File: src/rtl/tfst_pkg.sv
// ----------------------------------------------------------------------------
// tfst_pkg
// Shared types and constants for the TCP flow sequence tracker.
// ----------------------------------------------------------------------------
package tfst_pkg;

   localparam int FLOW_ENTRIES_DEF = 64;

   localparam logic [15:0] ETHERTYPE_IPV4 = 16'h0800;
   localparam logic [7:0]  PROTO_TCP      = 8'h06;

   typedef enum logic [1:0] {
      OP_SAVE_ISN = 2'd0,
      OP_PACKET   = 2'd1,
      OP_CHECK    = 2'd2,
      OP_GET_ISN  = 2'd3
   } opcode_type;

   typedef enum logic [1:0] {
      ST_OK        = 2'd0,
      ST_NOT_FOUND = 2'd1,
      ST_FULL      = 2'd2,
      ST_IGNORED   = 2'd3
   } status_type;

   typedef struct packed {
      logic [31:0] sip;
      logic [31:0] dip;
      logic [15:0] sport;
      logic [15:0] dport;
   } key_type;

   typedef struct packed {
      key_type     key;
      logic [31:0] data;
   } entry_type;

   typedef struct packed {
      logic [1:0]  opcode;
      logic [31:0] src_ip;
      logic [31:0] dst_ip;
      logic [15:0] src_tcp_port;
      logic [15:0] dst_tcp_port;
      logic [31:0] value;
      logic [15:0] frame_type;
      logic [7:0]  ip_proto;
      logic [15:0] ip_total_len;
      logic [3:0]  ip_hdr_words;
      logic [3:0]  tcp_hdr_words;
   } req_payload_type;

   typedef struct packed {
      logic [1:0]  status;
      logic [31:0] result_value;
      logic        block;
   } rsp_payload_type;

   typedef struct packed {
      logic capture;
      logic scan;
      logic commit;
   } cmd_type;

   typedef struct packed {
      logic scan_done;
   } stat_type;

endpackage

File: src/rtl/tfst_ctrl.sv
// ----------------------------------------------------------------------------
// tfst_ctrl
// Sequencer: accept, table scan, commit, response.
// ----------------------------------------------------------------------------
module tfst_ctrl (
   input  logic               clock,
   input  logic               reset,
   input  logic               req_valid,
   output logic               req_ready,
   output logic               rsp_valid,
   input  logic               rsp_ready,
   output tfst_pkg::cmd_type  cmd,
   input  tfst_pkg::stat_type stat
);
   import tfst_pkg::*;

   typedef enum logic [3:0] {
      S_IDLE   = 4'b0001,
      S_SCAN   = 4'b0010,
      S_COMMIT = 4'b0100,
      S_RESP   = 4'b1000
   } state_type;

   state_type state_ff, state_in;

   always_comb begin
      state_in    = state_ff;
      cmd         = '0;
      req_ready   = 1'b0;
      rsp_valid   = 1'b0;
      unique case (state_ff)
         S_IDLE: begin
            req_ready = 1'b1;
            if (req_valid) begin
               cmd.capture = 1'b1;
               state_in    = S_SCAN;
            end
         end
         S_SCAN: begin
            cmd.scan = 1'b1;
            if (stat.scan_done) state_in = S_COMMIT;
         end
         S_COMMIT: begin
            cmd.commit = 1'b1;
            state_in   = S_RESP;
         end
         S_RESP: begin
            rsp_valid = 1'b1;
            if (rsp_ready) state_in = S_IDLE;
         end
         default: state_in = S_IDLE;
      endcase
   end

   always_ff @(posedge clock) begin
      if (reset) state_ff <= S_IDLE;
      else       state_ff <= state_in;
   end

endmodule

File: config.mk
export PLATFORM = sky130hd
export DESIGN_NAME = tfst_ctrl
export DESIGN_NICKNAME = d
export VERILOG_FILES = /design/src/rtl/tfst_pkg.sv /design/src/rtl/tfst_ctrl.sv
export SDC_FILE = /design/constraint.sdc
export NUM_CORES = 1
export LEC_CHECK = 0
export ABC_AREA = 1
export BUFFER_PORTS_ARGS = -buffer_cell sky130_fd_sc_hd__clkbuf_2
export CAP_MARGIN = 20
export CORE_AREA = 3 3 40 42
export DETAILED_ROUTE_END_ITERATION = 10
export DIE_AREA = 0 0 43 45
export PLACE_DENSITY_LB_ADDON = 0.1
export SYNTH_ARGS = -nofsm -noshare
export SYNTH_HDL_FRONTEND = slang
export SYNTH_SLANG_ARGS = --single-unit
File: constraint.sdc
create_clock -name clock -period 2.4 [get_ports clock]
set_clock_uncertainty 0.15 [all_clocks]
set_input_delay 0.48 -clock clock [delete_from_list [all_inputs] [get_ports clock]]
set_output_delay 0.48 -clock clock [all_outputs]
set_load 0.005 [all_outputs]
### After elaboration in Yosys (flattened, before gate mapping)

Index checks and enable logic that the tools add are counted.

* eq/ne operators: 7
* mux-type cells: 10
* reductions and logical operators: 1

Operators by type and width (number)
* $pmux 4 s4: 1
* $mux 4: 3
* $mux 1: 6
* $ne 2x2->1 const B: 3
* $eq 4x1->1 const B: 1
* $eq 4x2->1 const B: 1
* $eq 4x3->1 const B: 1
* $eq 4x4->1 const B: 1
* $reduce_and 3->1: 1

* register bits after elaboration: 4
* input port bits: 5
* logic and storage cells: 19

### Logic depth before layout (Yosys ltp)

Gate-level depths: netlist (run 1).

* depth after elaboration: 3
* depth in mapped cells: 6
* depth with buffers taken out: 6

### Worst setup path before layout (run 1)

OpenSTA, ideal clock, no wires.

* path kind: reg-to-output
* start: reg state_ff[0]
* end: out cmd[2] (netlist name)
* arrival time: 0.723 ns
* path slack: 1.047 ns
* stages on the path, launching flop included: 7
* cells stage by stage: dfxtp_1 > inv_1 > nor2_2 > nand2_2 > inv_2 > nand2_2 > inv_1

RTL lines
* start, declared: RTL line tfst_ctrl.sv:24 `state_type state_ff, state_in;`
* start signal, assigned: RTL line tfst_ctrl.sv:57 `else state_ff <= state_in;`
* end, declared: RTL line tfst_ctrl.sv:12 `output tfst_pkg::cmd_type cmd,`

==> results.json, run 1 <==
{
  "start_kind": "flip-flop",
  "yosysWarningCount": 0,
  "hold_buffers": 0,
  "postSynthAreaPerCell_sq_um": 6.72,
  "fmax_ghz": 0.575,
  "rows": 13,
  "p_int_mw": 0.144,
  "largest_reg_flops": 4,
  "htreeDepth": 1,
  "start_util": 0.199,
  "fp.coreArea_sq_mm": 0.00128,
  "crit_path_max_fanout": 4,
  "synth-simple-area-share": 0.441,
  "synth_mux_area_frac": 0,
  "whs_ps": 294,
  "die_w_microns": 43,
  "final_util": 0.260,
  "min-delay-start": "reset",
  "setup_viol": 0,
  "path_class": "reg -> out",
  "slew_violations": 0,
  "synth_compound_area_frac": 0.0686,
  "fin_nets": 56,
  "top_register": "state_ff",
  "p_leak_nw": 0.188,
  "yosysMostFrequentCell": "inv_1",
  "slew_headroom": 0.827,
  "ys_top_cells_by_area": "dfxtp_1 31%, inv_1 12%, nand3_1 9.8%",
  "combPwrFrac": 0.196,
  "viasPerCell": 4.08,
  "clk_latency_ps": 240,
  "vias": 261,
  "grt.overflow.total": 0,
  "rr_worst_depth": 5,
  "r2r_end": "state_ff[0]",
  "fillers": 147,
  "grt_max_degree": 6,
  "p_per_area_mw_per_mm2": 597,
  "tns_ps": 0,
  "synth_top_area_frac": 0.314,
  "postCtsSetupRepairBufs": 0,
  "synth_top_family_by_area": "simple AND/OR/NAND/NOR gates",
  "root_buffer": "clkbuf_4",
  "p_seq_frac": 0.377,
  "n_antenna_cell": 0,
  "required_ps": 1770,
  "synth_seq_cells": 4,
  "clockBufferDepth": 2,
  "worst_pin_slew_ps": 257,
  "ios": 10,
  "fin_cells": 64,
  "fin_crit_sh": 0.725,
  "clock-sinks": 4,
  "numPortBuffers": 9,
  "drive_above_1_share": 0.388,
  "cts_buffers": 3,
  "antenna_found_initial": 0,
  "ctsResizeCount": 0,
  "drt-initial-drc-count": 5,
  "final_antenna_net_count": 0,
  "grt_pass1_vias": 251,
  "drt_first_pass_iters": 2,
  "period_needed_ps": 1740,
  "r2r_start": "state_ff[1]",
  "netlist_instances": 38,
  "synth_fp_nets": 43,
  "grt_pass1_wl_microns": 986,
  "synth_flop_cell": "dfxtp_1",
  "yosysTopAreaCell": "dfxtp_1",
  "synthArstFlopShare": 0,
  "synth-adder-area-share": 0,
  "r2r_slack_ps": 1300,
  "drc_errors": 0,
  "postRouteWirelength_microns": 555,
  "hold_viol_final": 0,
  "hold-path-endpoint": "state_ff[1]",
  "p_sw_mw": 0.0553,
  "clk_pin_slew_worst_paths_ps": 40,
  "holdPathStages": 2,
  "swShare": 0.277,
  "hpwl_microns": 461,
  "rsz0062_at_grt": "false",
  "cp_data_arrival_time_ps": 1110,
  "status": "completed",
  "synth-seq-area-share": 0.314,
  "dp_cells": 61,
  "ir_drop_uv": 154,
  "min_path_type": "in -> reg",
  "die_area_sq_mm": 0.00194,
  "cts_tree": "done",
  "synth_edf_count": 0,
  "synthXorXnorAreaFrac": 0,
  "die-height_microns": 45,
  "synthTopCellsByCount": "8 x inv_1, 5 x nand3_1, 4 x dfxtp_1, 4 x nor2_1, 3 x nand2_1",
  "post_drt_wl_per_cell_microns": 8.67,
  "end_kind": "primary output",
  "gp_congestion": 0.741,
  "cap_violations": 0,
  "grtUsageTotal": 0.0715,
  "synth.distinct_cells": 15,
  "power_frac_clock": 0.426,
  "area_delta_synth_final_pct": 30.9,
  "reg_top3": "state_ff: 4 flops",
  "netlist_area_sq_um": 255
}
-- kinds of logic after synthesis --
logic type | after synthesis
AO/OA/AOI/OAI | 3
buffers and inverters | 11
flip-flops | 4
AND/OR/NAND/NOR | 20
-- stage by stage --
stage / cell area, sq um / power (mW) / worst slack, ps
after floorplan: 255 / 0.102 / 1050
after global placement: 312 / 0.116 / 904
after detailed placement: 312 / 0.116 / 911
after CTS: 334 / 0.202 / 648
after global routing: 334 / 0.211 / 563
final: 334 / 0.199 / 660
-- power by group through the flow --
stage          clock network, mW  logic, mW  registers (mW)
2_1_floorplan                  0     0.0262          0.0755
3_3_place_gp                   0     0.0395          0.0763
3_5_place_dp                   0     0.0393          0.0764
4_1_cts                   0.0873     0.0395          0.0754
5_1_grt                   0.0902     0.0447          0.0760
6_report                  0.0850     0.0391          0.0753
-- area by class of cell --
class	instances	area [sq um]	share of cell area
multi-input combinational	23	130	0.390
sequential	4	80.1	0.240
timing repair buffer	9	45.0	0.135
inverter	10	37.5	0.112
clock buffer	3	22.5	0.0674
tap	15	18.8	0.0562
-- worst max path at each step --
stage          slack [ps]  cells past startpoint         to   startpoint
2_1_floorplan        1050                      6     cmd[2]  state_ff[0]
3_3_place_gp          900                      6     cmd[2]  state_ff[2]
3_5_place_dp          910                      3  rsp_valid  state_ff[3]
4_1_cts               650                      7     cmd[2]  state_ff[0]
5_1_grt               560                      3  rsp_valid  state_ff[3]
6_report              660                      7     cmd[2]  state_ff[0]
-- layout by cell type, fill, tap and decap left out --
cell type | synthesis | routed
a21oi_1 | 2 | 2
clkbuf_2 | 0 | 9
clkbuf_4 | 0 | 3
dfxtp_1 | 4 | 4
inv_1 | 8 | 8
inv_2 | 2 | 2
nand2_1 | 3 | 3
nand2_2 | 2 | 2
nand3_1 | 5 | 5
nand3b_1 | 1 | 1
nand4_1 | 1 | 1
nor2_1 | 4 | 4
nor2_2 | 1 | 1
nor2_4 | 2 | 2
nor4_1 | 1 | 1
o21bai_1 | 1 | 1
-- per-layer routing --
| metal | wire length [microns] | vias to the layer above | global-route usage |
|---|---|---|---|
| met1 | 278 | 108 | 0.0841 |
| met2 | 222 | 12 | 0.0988 |
| met3 | 43 | 2 | 0.0239 |
| met4 | 11 | 0 | 0.0723 |
| li1 | - | 139 | - |
| met5 | 0 | - | 0 |
-- worst max-delay path: stages, from the launching register on --
cell	delay, ps
dfxtp_1	360
inv_1	70
nor2_2	110
nand2_2	70
inv_2	60
nand2_2	50
inv_1	40
clkbuf_2	100
Power figures use the tool's default switching activity.
==> run 2, diff against run 1 <==
--- a/config.mk
+++ b/config.mk
@@ -5,7 +5,7 @@
 export SDC_FILE = /design/constraint.sdc
 export NUM_CORES = 1
 export LEC_CHECK = 0
-export ABC_AREA = 1
+export ABC_AREA = 0
 export BUFFER_PORTS_ARGS = -buffer_cell sky130_fd_sc_hd__clkbuf_2
 export CAP_MARGIN = 20
 export CORE_AREA = 3 3 40 42
==> constraint.sdc (replaced) <==
create_clock -name clock -period 1.7 [get_ports clock]
set_clock_uncertainty 0.15 [all_clocks]
set_input_delay 0.34 -clock clock [delete_from_list [all_inputs] [get_ports clock]]
set_output_delay 0.34 -clock clock [all_outputs]
set_load 0.005 [all_outputs]
==> run 2 against run 1 <==
The run now ends with setup timing left. Sequential share of layout area fell by 0.85 points. Utilization rose by 5.2 points. Synthesized cell count fell by 37%. Register-to-register slack got worse by 1100 ps. Routed wire length rose by 5.2%. Power rose by 53%. Critical endpoint is now cmd[0].
==> results.json, run 2 <==
{
  "yosysWarningCount": 0,
  "drt_first_pass_iters": 2,
  "whs_ps": 138,
  "area_delta_synth_final_pct": 77.8,
  "worst_pin_slew_ps": 240,
  "start_util": 0.175,
  "antenna_found_initial": 0,
  "final_util": 0.312,
  "setup_slack_ps": -35.3,
  "viasPerCell": 4.41,
  "cts_tree": "done",
  "grt_max_degree": 8,
  "min_path_type": "in -> reg",
  "clk_pin_slew_worst_paths_ps": 30,
  "clockBufferDepth": 2,
  "top_register": "state_ff",
  "grt_pass1_vias": 252,
  "drt-initial-drc-count": 2,
  "fillers": 143,
  "final_common_cell": "clkbuf_2",
  "postRouteWirelength_microns": 584,
  "p_per_area_mw_per_mm2": 763,
  "regArea_sq_um": 92.6,
  "reg_top3": "state_ff: 4 flops",
  "fin_crit_sh": 1.02,
  "slew_headroom": 0.840,
  "r2r_slack_ps": 160,
  "synth_fp_nets": 29,
  "p_leak_nw": 0.195,
  "htreeDepth": 1,
  "grt.overflow.total": 0,
  "largest_reg_flops": 4,
  "clk_latency_ps": 230,
  "setup_viol": 1,
  "r2r_start": "state_ff[0]",
  "gp_congestion": 0.619,
  "slew_violations": 0,
  "rr_worst_depth": 3,
  "die_w_microns": 43,
  "clock-sinks": 4,
  "drive_above_1_share": 0.707,
  "cp_data_arrival_time_ps": 1250,
  "hold_viol_final": 0,
  "violations": "setup timing",
  "required_ps": 1210,
  "cap_violations": 0,
  "r2r_end": "state_ff[0]",
  "layout_common_cells": "8 x clkbuf_2, 6 x buf_4, 3 x clkbuf_4, 3 x dfxtp_4",
  "final_antenna_net_count": 0,
  "synthTopCellsByCount": "4 x dfxtp_1, 2 x and2_1, 2 x inv_1, 2 x nor4b_1",
  "holdPathStages": 2,
  "drc_errors": 0,
  "root_buffer": "clkbuf_4",
  "fin_cells": 56,
  "vias": 247,
  "end_kind": "primary output",
  "ios": 10,
  "rows": 13,
  "fmax_ghz": 0.576,
  "path_class": "reg -> out",
  "start_kind": "flip-flop",
  "netlist_instances": 24,
  "crit_path_max_fanout": 3,
  "die-height_microns": 45,
  "ys_top_cells_by_area": "dfxtp_1 36%, nor4b_1 7.8%, and2_1 5.6%",
  "synth_flop_cell": "dfxtp_1",
  "hpwl_microns": 447,
  "synthArstFlopShare": 0,
  "yosysMostFrequentCell": "dfxtp_1",
  "multiInputGateArea_sq_um": 163,
  "status": "complete, but fails checks",
  "die_area_sq_mm": 0.00194,
  "post_drt_wl_per_cell_microns": 10.4,
  "synth_edf_count": 0,
  "period_needed_ps": 1740,
  "postSynthAreaPerCell_sq_um": 9.38,
  "rsz0062_at_grt": "true",
  "synth_top_area_frac": 0.356,
  "synth.distinct_cells": 18,
  "synth_seq_cells": 4,
  "numPortBuffers": 9,
  "grt_pass1_wl_microns": 986,
  "hold_buffers": 0,
  "grtUsageTotal": 0.0723,
  "dp_cells": 48,
  "synth-seq-area-share": 0.356,
  "fin_nets": 48,
  "ir_drop_uv": 236,
  "hold-path-endpoint": "state_ff[3]",
  "fp.coreArea_sq_mm": 0.00128,
  "n_antenna_cell": 0,
  "cts_buffers": 3,
  "netlist_area_sq_um": 225,
  "yosysTopAreaCell": "dfxtp_1",
  "min-delay-start": "reset"
}
run 2: how the worst max path moves through the flow:
stage          slack [ps]         from      to
4_1_cts               -60  state_ff[0]  cmd[0]
3_5_place_dp           70  state_ff[0]  cmd[2]
2_1_floorplan         170  state_ff[3]  cmd[0]
3_3_place_gp           90  state_ff[0]  cmd[2]
6_report              -40  state_ff[0]  cmd[0]
5_1_grt               -70  state_ff[0]  cmd[0]
run 2: worst max-delay path, cell delays in order (launching register included):
cell	delay (ps)
dfxtp_4	340
or4b_4	540
inv_2	70
buf_6	80
run 2: kinds of logic (layout without fill, tap and decap cells):
kind of cell | after synthesis | count (layout) | share of synthesized area
flip-flops | 4 | 4 | 0.356
AND/OR/NAND/NOR | 12 | 12 | 0.395
buffers and inverters | 3 | 20 | 0.0667
AO/OA/AOI/OAI | 4 | 4 | 0.144
XOR/XNOR | 1 | 1 | 0.0389
run 2: layer usage:
metal | vias up | track usage | wire (microns)
met2 | 7 | 0.114 | 312
li1 | 125 | - | -
met1 | 113 | 0.0671 | 209
met5 | - | 0 | 0
met3 | 2 | 0.0359 | 56
met4 | 0 | 0.0723 | 6
run 2: power breakdown:
part | leakage (nW) | total (mW) | switching, mW | internal (mW)
Sequential | 0.0348 | 0.109 | 0.00934 | 0.100
Combinational | 0.147 | 0.0842 | 0.0289 | 0.0553
Clock | 0.0138 | 0.112 | 0.0333 | 0.0786
Total | 0.195 | 0.306 | 0.0716 | 0.234
run 2: area by class of cell:
type,instances,share of cell area
Inverter,2,0.0188
Sequential cell,4,0.231
Multi-Input combinational cell,17,0.406
Clock buffer,3,0.0562
Timing Repair Buffer,15,0.241
Tap cell,15,0.0469
run 2: repair_timing:
item,4_1_cts,5_1_grt
gates resized for setup,9,6
pin swaps,1,2
buffers inserted,3,2
endpoints found under the setup margin,3,4
run 2: stage by stage:
| stage | TNS, ps | power [mW] | area (sq um) | setup slack (ps) |
|---|---|---|---|---|
| after floorplan | 0 | 0.143 | 225 | 168 |
| after global placement | 0 | 0.172 | 289 | 93.3 |
| after detailed placement | 0 | 0.172 | 289 | 74.4 |
| after CTS | -93.9 | 0.302 | 359 | -57.0 |
| after global routing | -93.5 | 0.328 | 400 | -68.1 |
| final | -35.3 | 0.306 | 400 | -35.3 |
